==> src/hkrd_pkg.sv <==
package hkrd_pkg;

	localparam int INPUT_SLOTS = 6;
	localparam int MOD_BITS = 8;
	localparam logic [7:0] USAGE_BASE_RESET = 8'd224;

	typedef struct packed {
		logic [7:0] report_modifiers;
		logic [7:0] key_slot_0;
		logic [7:0] key_slot_1;
		logic [7:0] key_slot_2;
		logic [7:0] key_slot_3;
		logic [7:0] key_slot_4;
		logic [7:0] key_slot_5;
	} report_t;

	typedef struct packed {
		logic       event_down;
		logic [7:0] event_modifiers;
		logic [7:0] event_key;
		logic       event_last;
	} event_t;

	typedef enum logic [1:0] {
		ST_IDLE = 2'b01,
		ST_SCAN = 2'b10
	} state_t;

	typedef struct packed {
		logic load;
		logic emit;
		logic advance;
		logic finish;
	} cmd_t;

	typedef struct packed {
		logic bit_set;
		logic at_end;
		logic out_free;
	} sts_t;

	function automatic logic [7:0] slot_of(input report_t r, input int i);
		logic [7:0] k;
		case (i)
			0: k = r.key_slot_0;
			1: k = r.key_slot_1;
			2: k = r.key_slot_2;
			3: k = r.key_slot_3;
			4: k = r.key_slot_4;
			5: k = r.key_slot_5;
			default: k = '0;
		endcase
		return k;
	endfunction

endpackage

==> src/hkrd_ctrl.sv <==
module hkrd_ctrl (
	input  logic          clk,
	input  logic          arst_n,
	input  logic          in_valid,
	output logic          in_ready,
	input  hkrd_pkg::sts_t sts,
	output hkrd_pkg::cmd_t cmd
);
	import hkrd_pkg::*;

	state_t state_q;
	state_t state_d;

	always_comb begin
		state_d = state_q;
		cmd = '0;
		in_ready = 1'b0;
		case (state_q)
			ST_IDLE: begin
				in_ready = 1'b1;
				cmd.load = in_valid;
				if (in_valid) begin
					state_d = ST_SCAN;
				end
			end
			ST_SCAN: begin
				cmd.advance = !sts.bit_set || sts.out_free;
				cmd.emit = sts.bit_set && sts.out_free;
				if (cmd.advance && sts.at_end) begin
					cmd.finish = 1'b1;
					state_d = ST_IDLE;
				end
			end
			default: begin
				state_d = ST_IDLE;
			end
		endcase
	end

	always_ff @(posedge clk or negedge arst_n) begin
		if (!arst_n) begin
			state_q <= ST_IDLE;
		end else begin
			state_q <= state_d;
		end
	end

endmodule

==> src/hkrd_dp.sv <==
module hkrd_dp #(
	parameter int KEY_SLOTS = 6
) (
	input  logic             clk,
	input  logic             arst_n,
	input  hkrd_pkg::report_t in_data,
	output logic             out_valid,
	input  logic             out_ready,
	output hkrd_pkg::event_t  out_data,
	input  logic             cfg_we,
	input  logic [7:0]       cfg_wdata,
	input  hkrd_pkg::cmd_t    cmd,
	output hkrd_pkg::sts_t    sts
);
	import hkrd_pkg::*;

	localparam int POS = 2 * KEY_SLOTS + MOD_BITS;
	localparam int IW = $clog2(POS);
	localparam int SW = (KEY_SLOTS > 1) ? $clog2(KEY_SLOTS) : 1;

	logic [7:0]     prev_keys_q [KEY_SLOTS];
	logic [7:0]     new_keys_q  [KEY_SLOTS];
	logic [7:0]     in_keys     [KEY_SLOTS];
	logic [7:0]     prev_mods_q;
	logic [7:0]     new_mods_q;
	logic [7:0]     base_q;
	logic [POS-1:0] pending_q;
	logic [POS-1:0] pending_d;
	logic [POS-1:0] idx_hot;
	logic [IW-1:0]  idx_q;
	logic [IW-1:0]  dn_off;
	logic [IW-1:0]  md_off;
	logic [SW-1:0]  up_slot;
	logic [SW-1:0]  dn_slot;
	logic [2:0]     mb;
	logic [7:0]     hi_mask;
	event_t         evt;
	event_t         out_q;
	logic           out_valid_q;

	always_comb begin
		for (int i = 0; i < KEY_SLOTS; i++) begin
			in_keys[i] = (i < INPUT_SLOTS) ? slot_of(in_data, i) : 8'd0;
		end
	end

	always_comb begin
		logic hit_up;
		logic hit_dn;
		pending_d = '0;
		for (int i = 0; i < KEY_SLOTS; i++) begin
			hit_up = 1'b0;
			hit_dn = 1'b0;
			for (int j = 0; j < KEY_SLOTS; j++) begin
				hit_up = hit_up | (in_keys[j] == prev_keys_q[i]);
				hit_dn = hit_dn | (prev_keys_q[j] == in_keys[i]);
			end
			pending_d[i] = (prev_keys_q[i] != 8'd0) && !hit_up;
			pending_d[KEY_SLOTS + MOD_BITS + i] = (in_keys[i] != 8'd0) && !hit_dn;
		end
		for (int j = 0; j < MOD_BITS; j++) begin
			pending_d[KEY_SLOTS + j] = prev_mods_q[MOD_BITS - 1 - j]
				^ in_data.report_modifiers[MOD_BITS - 1 - j];
		end
	end

	always_comb begin
		for (int p = 0; p < POS; p++) begin
			idx_hot[p] = (idx_q == IW'(p));
		end
	end

	assign up_slot = idx_q[SW-1:0];
	assign dn_off  = idx_q - IW'(KEY_SLOTS + MOD_BITS);
	assign dn_slot = dn_off[SW-1:0];
	assign md_off  = idx_q - IW'(KEY_SLOTS);
	assign mb      = 3'd7 - md_off[2:0];
	assign hi_mask = 8'hFF << mb;

	always_comb begin
		evt.event_last = ((pending_q & ~idx_hot) == '0);
		if (idx_q < IW'(KEY_SLOTS)) begin
			evt.event_down      = 1'b0;
			evt.event_modifiers = prev_mods_q;
			evt.event_key       = prev_keys_q[up_slot];
		end else if (idx_q < IW'(KEY_SLOTS + MOD_BITS)) begin
			evt.event_down      = new_mods_q[mb];
			evt.event_modifiers = (prev_mods_q & ~hi_mask) | (new_mods_q & hi_mask);
			evt.event_key       = base_q + {5'd0, mb};
		end else begin
			evt.event_down      = 1'b1;
			evt.event_modifiers = new_mods_q;
			evt.event_key       = new_keys_q[dn_slot];
		end
	end

	assign sts.bit_set  = |(pending_q & idx_hot);
	assign sts.at_end   = (idx_q == IW'(POS - 1));
	assign sts.out_free = !out_valid_q || out_ready;

	always_ff @(posedge clk or negedge arst_n) begin
		if (!arst_n) begin
			prev_mods_q <= '0;
			base_q      <= USAGE_BASE_RESET;
			out_valid_q <= 1'b0;
			idx_q       <= '0;
			pending_q   <= '0;
			for (int i = 0; i < KEY_SLOTS; i++) begin
				prev_keys_q[i] <= '0;
			end
		end else begin
			if (cfg_we) begin
				base_q <= cfg_wdata;
			end
			if (cmd.load) begin
				pending_q <= pending_d;
				idx_q     <= '0;
			end else if (cmd.advance) begin
				pending_q <= pending_q & ~idx_hot;
				idx_q     <= idx_q + IW'(1);
			end
			if (cmd.finish) begin
				prev_mods_q <= new_mods_q;
				for (int i = 0; i < KEY_SLOTS; i++) begin
					prev_keys_q[i] <= new_keys_q[i];
				end
			end
			if (cmd.emit) begin
				out_valid_q <= 1'b1;
			end else if (out_ready) begin
				out_valid_q <= 1'b0;
			end
		end
	end

	always_ff @(posedge clk) begin
		if (cmd.load) begin
			new_mods_q <= in_data.report_modifiers;
			for (int i = 0; i < KEY_SLOTS; i++) begin
				new_keys_q[i] <= in_keys[i];
			end
		end
		if (cmd.emit) begin
			out_q <= evt;
		end
	end

	assign out_valid = out_valid_q;
	assign out_data  = out_q;

endmodule

==> src/hid_keyboard_report_diff_top.sv <==
// An accepted report is scanned, and each event word is held in the output register.
// A new report is taken only in idle, once the last scan ends; the scan visits every
//   key-up slot, modifier bit and key-down slot once, one per cycle while the output is free.
// Output backpressure holds the scan on a pending event; the output register frees the input.
// Reset: stored report cleared to no keys and no modifiers, usage base set to 224, no word valid.
module hid_keyboard_report_diff_top #(
	parameter int KEY_SLOTS = 6
) (
	input  logic             clk,
	input  logic             arst_n,
	input  logic             in_valid,
	output logic             in_ready,
	input  hkrd_pkg::report_t in_data,
	output logic             out_valid,
	input  logic             out_ready,
	output hkrd_pkg::event_t  out_data,
	input  logic             cfg_we,
	input  logic [7:0]       cfg_wdata
);
	import hkrd_pkg::*;

	cmd_t cmd;
	sts_t sts;

	hkrd_ctrl u_ctrl (
		.clk      (clk),
		.arst_n   (arst_n),
		.in_valid (in_valid),
		.in_ready (in_ready),
		.sts      (sts),
		.cmd      (cmd)
	);

	hkrd_dp #(
		.KEY_SLOTS (KEY_SLOTS)
	) u_dp (
		.clk       (clk),
		.arst_n    (arst_n),
		.in_data   (in_data),
		.out_valid (out_valid),
		.out_ready (out_ready),
		.out_data  (out_data),
		.cfg_we    (cfg_we),
		.cfg_wdata (cfg_wdata),
		.cmd       (cmd),
		.sts       (sts)
	);

endmodule

==> config.mk <==
export PLATFORM = sky130hd
export DESIGN_NAME = hid_keyboard_report_diff_top
export DESIGN_NICKNAME = d
export VERILOG_FILES = /design/src/hkrd_pkg.sv /design/src/hkrd_ctrl.sv /design/src/hkrd_dp.sv /design/src/hid_keyboard_report_diff_top.sv
export SDC_FILE = /design/constraint.sdc
export NUM_CORES = 1
export LEC_CHECK = 0
export ABC_AREA = 0
export BUFFER_PORTS_ARGS = -buffer_cell sky130_fd_sc_hd__buf_2
export CAP_MARGIN = 20
export CORE_UTILIZATION = 62
export CTS_CLUSTER_SIZE = 28
export DETAILED_ROUTE_END_ITERATION = 10
export PLACE_DENSITY = 0.93
export SETUP_SLACK_MARGIN = 0.1
export SLEW_MARGIN = 40
export SYNTH_ARGS = -nofsm -noshare
export SYNTH_HDL_FRONTEND = slang
export SYNTH_SLANG_ARGS = --single-unit
==> constraint.sdc <==
create_clock -name clk -period 4 [get_ports clk]
set_clock_uncertainty 0.2 [all_clocks]
set_input_delay 0.6 -clock clk [delete_from_list [all_inputs] [get_ports clk]]
set_output_delay 0.6 -clock clk [all_outputs]
set_load 0.02 [all_outputs]
==> run_results.csv <==
group,metric,value,unit
synthesis,ys_types,61,
placed_design,place_inst,1336,
drt,wl,37800,um
power,power.switching,2.28,mW
drt,vias_per_cell,6.96,
clock_network,clkTransAtPathRegs,0.08,ns
worst_setup_path,start_kind,"register",
clock_network,ctsRootBufferMaster,"clkbuf_16",
placed_design,hpwlAfterDp,26200,um
worst_setup_path,end_kind,"register",
synthesis,synth_ff_type,"dfrtp_1",
power,p_clk_share,28.8,%
run_status,status,"complete, no violations",
floorplanning,die_area,0.0194,mm^2
synthesis,postSynthAreaPerCell,10.3,um^2
clock_network,post_cts_buffers,0,
worst_setup_path,setup.worst_path.class,"reg2reg",
placed_design,place_area,0.0120,mm^2
drt,top_layer,"met4",
synthesis,syn-instance-count,1130,
min_path,hold_path_class,"in2reg",
global_route,antenna_found_initial,0,
power,powerDensity,480,mW/mm^2
placed_design,io_buffers,88,
placed_design,place_ws,0.636,ns
clock_network,clock_latency,0.45,ns
sta,hold_viol_final,0,
drt,drc,0,
floorplanning,ioPinCount,89,
placed_design,globalplace.congestion,1.01,
sta,finalSetupViolations,0,
flow_run,cap_violations,0,
power,leakagePower,4.77,nW
power,irDropWorstVdd,384,uV
sta,tightest_slew,0.790,ns
sta,rsz0062_at_grt,"no",
clock_network,h-tree-depth,4,
sta,fin_ws,0.561,ns
layout,final_util,69.6,%
floorplanning,initial_core_util,64.2,%
synthesis,ys.warnings.count,0,
worst_setup_path,crit_top_cell,"ha_1",
global_route,grt_pass1_wl,57400,um
sta,fin_crit_sh,86.0,%
floorplanning,die_h,139,um
synthesis,synth_top_area_share,19.0,%
clock_network,cts_buffers,17,
power,p_seq_share,40.6,%
synthesis,synth-seq-cells,166,
power,power.total,6.08,mW
layout,final_cells,1369,
worst_setup_path,path_max_fanout,40,
floorplanning,core-area,0.0182,mm^2
worst_setup_path,slowest_stage,"and3_4",
drt,dr.pass1.iters,7,
synthesis,synthArstFlopShare,55.4,%
clock_network,cts_tree,"yes",
drt,wl_met3,4420,um
layout,nets,1208,
global_route,grt-ovfl-total,0,
sta,timing.fmax,0.291,GHz
drt,drtIter0Drc,1255,
drt,vias,9526,
floorplanning,die_x,139,um
floorplanning,rows,49,
power,pwr-share-comb,30.6,%
global_route,grtUsageTotal,40.0,%
clock_network,cts_buffer_depth,2,
worst_setup_path,path_cells,"buf_4, ha_1, and3_1, ha_1, nand2_1, o221ai_2, or3_1, o21ai_2, and3_4, buf_12, mux2_2",
synthesis,seq_area_frac_synth,38.7,%
synthesis,syn_nets,1211,
drt,ant_nets,0,
layout,antenna_cells,0,
sta,fin_crit,3.44,ns
global_route,grt_pass1_vias,9418,
power,swShare,37.5,%
drt,wl_per_cell,27.6,um
layout,layout_commonest_cell,"xor2_1",
clock_network,numClockSinks,166,
layout,layout_common_cells,"162 x xor2_1, 140 x xnor2_1, 87 x buf_2, 87 x dfrtp_1, 75 x nand2_1",
layout,final_area,0.0127,mm^2
sta,relSlewSlack,47.3,%
sta,whs,0.150,ns
drt,drt-met1-wl,14000,um
worst_setup_path,required,4.13,ns
sta,setup_tns,0,ns
drt,wl_met2,16900,um
sta,final-max-slew-violation-count,0,
layout,layout-drive-gt1-share,21.3,%
power,p_int,3.80,mW
synthesis,synth_edf_count,74,
worst_setup_path,max_stage_delay,0.44,ns
synthesis,synth_area_leaders,"edfxtp_1 19%, dfrtp_1 19%, xor2_1 12%",
synthesis,syn_area,0.0117,mm^2
synthesis,yosys.area.top_type,"edfxtp_1",
global_route,grt_max_degree,62,
worst_setup_path,cp.arrival,3.57,ns
layout,areaGrowthSynthToFinish,8.37,%
==> flip-flops by register name (all words and copies together), names as in the netlist <==
| register | count |
|---|---|
| u_dp.base_q | 8 |
| u_dp.new_mods_q | 8 |
| u_dp.new_keys_q | 48 |
| u_dp.out_valid | 1 |
| u_dp.idx_q | 5 |
| u_dp.prev_mods_q | 8 |
| u_ctrl.state_q | 2 |
| u_dp.prev_keys_q | 48 |
| u_dp.pending_q | 20 |
| u_dp.out_data | 18 |
==> metal layers <==
metal  vias to the layer above  global-route usage, %
met4                         0                   22.5
li1                       3979                      -
met5                         -                      0
met3                       206                   10.2
met1                      4624                   51.0
met2                       717                   62.1
==> what timing repair did <==
item                                    CTS  global route
hold buffers                              0             1
hold endpoints to repair                  0            15
resized for setup                         0             0
endpoints found under the setup margin    0             0
==> cells in the mapped netlist, types with 12 or more instances <==
master,instances
nand2_1,75
o21ai_0,31
mux2i_1,19
edfxtp_1,74
mux2_2,42
nor4_1,67
mux4_2,18
nand4_1,39
nand3_1,16
clkbuf_1,103
dfrtp_1,88
xnor2_1,140
buf_1,12
a21oi_1,34
mux2_4,29
xor2_1,162
nor2_1,41
==> logic make-up after synthesis <==
| group | share of synthesized area [%] |
|---|---|
| muxes | 12.9 |
| DFF | 38.7 |
| and+or+nand+nor | 12.2 |
| AOI/OAI and AO/OA | 7.11 |
| xor gates and xnor gates | 22.6 |
| buffers and inverters | 5.14 |
| adders and majority gates | 1.35 |
==> critical path, delay by kind of cell, from the launching register on <==
family                   cells  cell delay (ns)
multiplexers                 1             0.38
adder cells (fa/ha/maj)      2             0.42
AND/OR/NAND/NOR              4             1.12
buffers and inverters        2             0.48
AO/OA/AOI/OAI                2             0.25
flip-flops                   1             0.40
==> cell type report <==
type                       count  area (um^2)
clock buffer                  17          425
clock inverter                15          205
fill                        1312         5540
inverter                      11         41.3
multi-input combinational    822         6560
sequential                   166         4530
tap                          229          287
timing repair buffer         109          619
==> power groups by stage <==
stage / clock network (mW) / logic (mW) / registers (mW)
floorplan: 0 / 1.31 / 2.36
global placement: 0 / 1.77 / 2.47
detailed placement: 0 / 1.81 / 2.48
CTS: 1.76 / 1.82 / 2.45
global route: 1.82 / 1.99 / 2.49
finish: 1.75 / 1.86 / 2.47
==> worst paths after layout <==
kind	startpoint	endpoint	slack, ns	cells after the start
hold / removal	in_data[55]	u_dp.new_mods_q[7]$_DFFE_PP_	0.15	1
max in group asynchronous	arst_n	u_dp.base_q[6]$_DFFE_PN1P_	2.38	3
hold reg to reg	u_dp.new_keys_q[1][1]$_DFFE_PP_	u_dp.prev_keys_q[33]$_DFFE_PN0P_	0.32	1
setup / recovery	u_dp.idx_q[1]$_DFFE_PN0P_	u_dp.prev_keys_q[41]$_DFFE_PN0P_	0.56	11
setup reg to reg	u_dp.idx_q[1]$_DFFE_PN0P_	u_dp.prev_keys_q[41]$_DFFE_PN0P_	0.56	11
min in group asynchronous	arst_n	u_dp.idx_q[0]$_DFFE_PN0P_	0.50	2
Note: power is estimated with default switching activity, not from simulation.
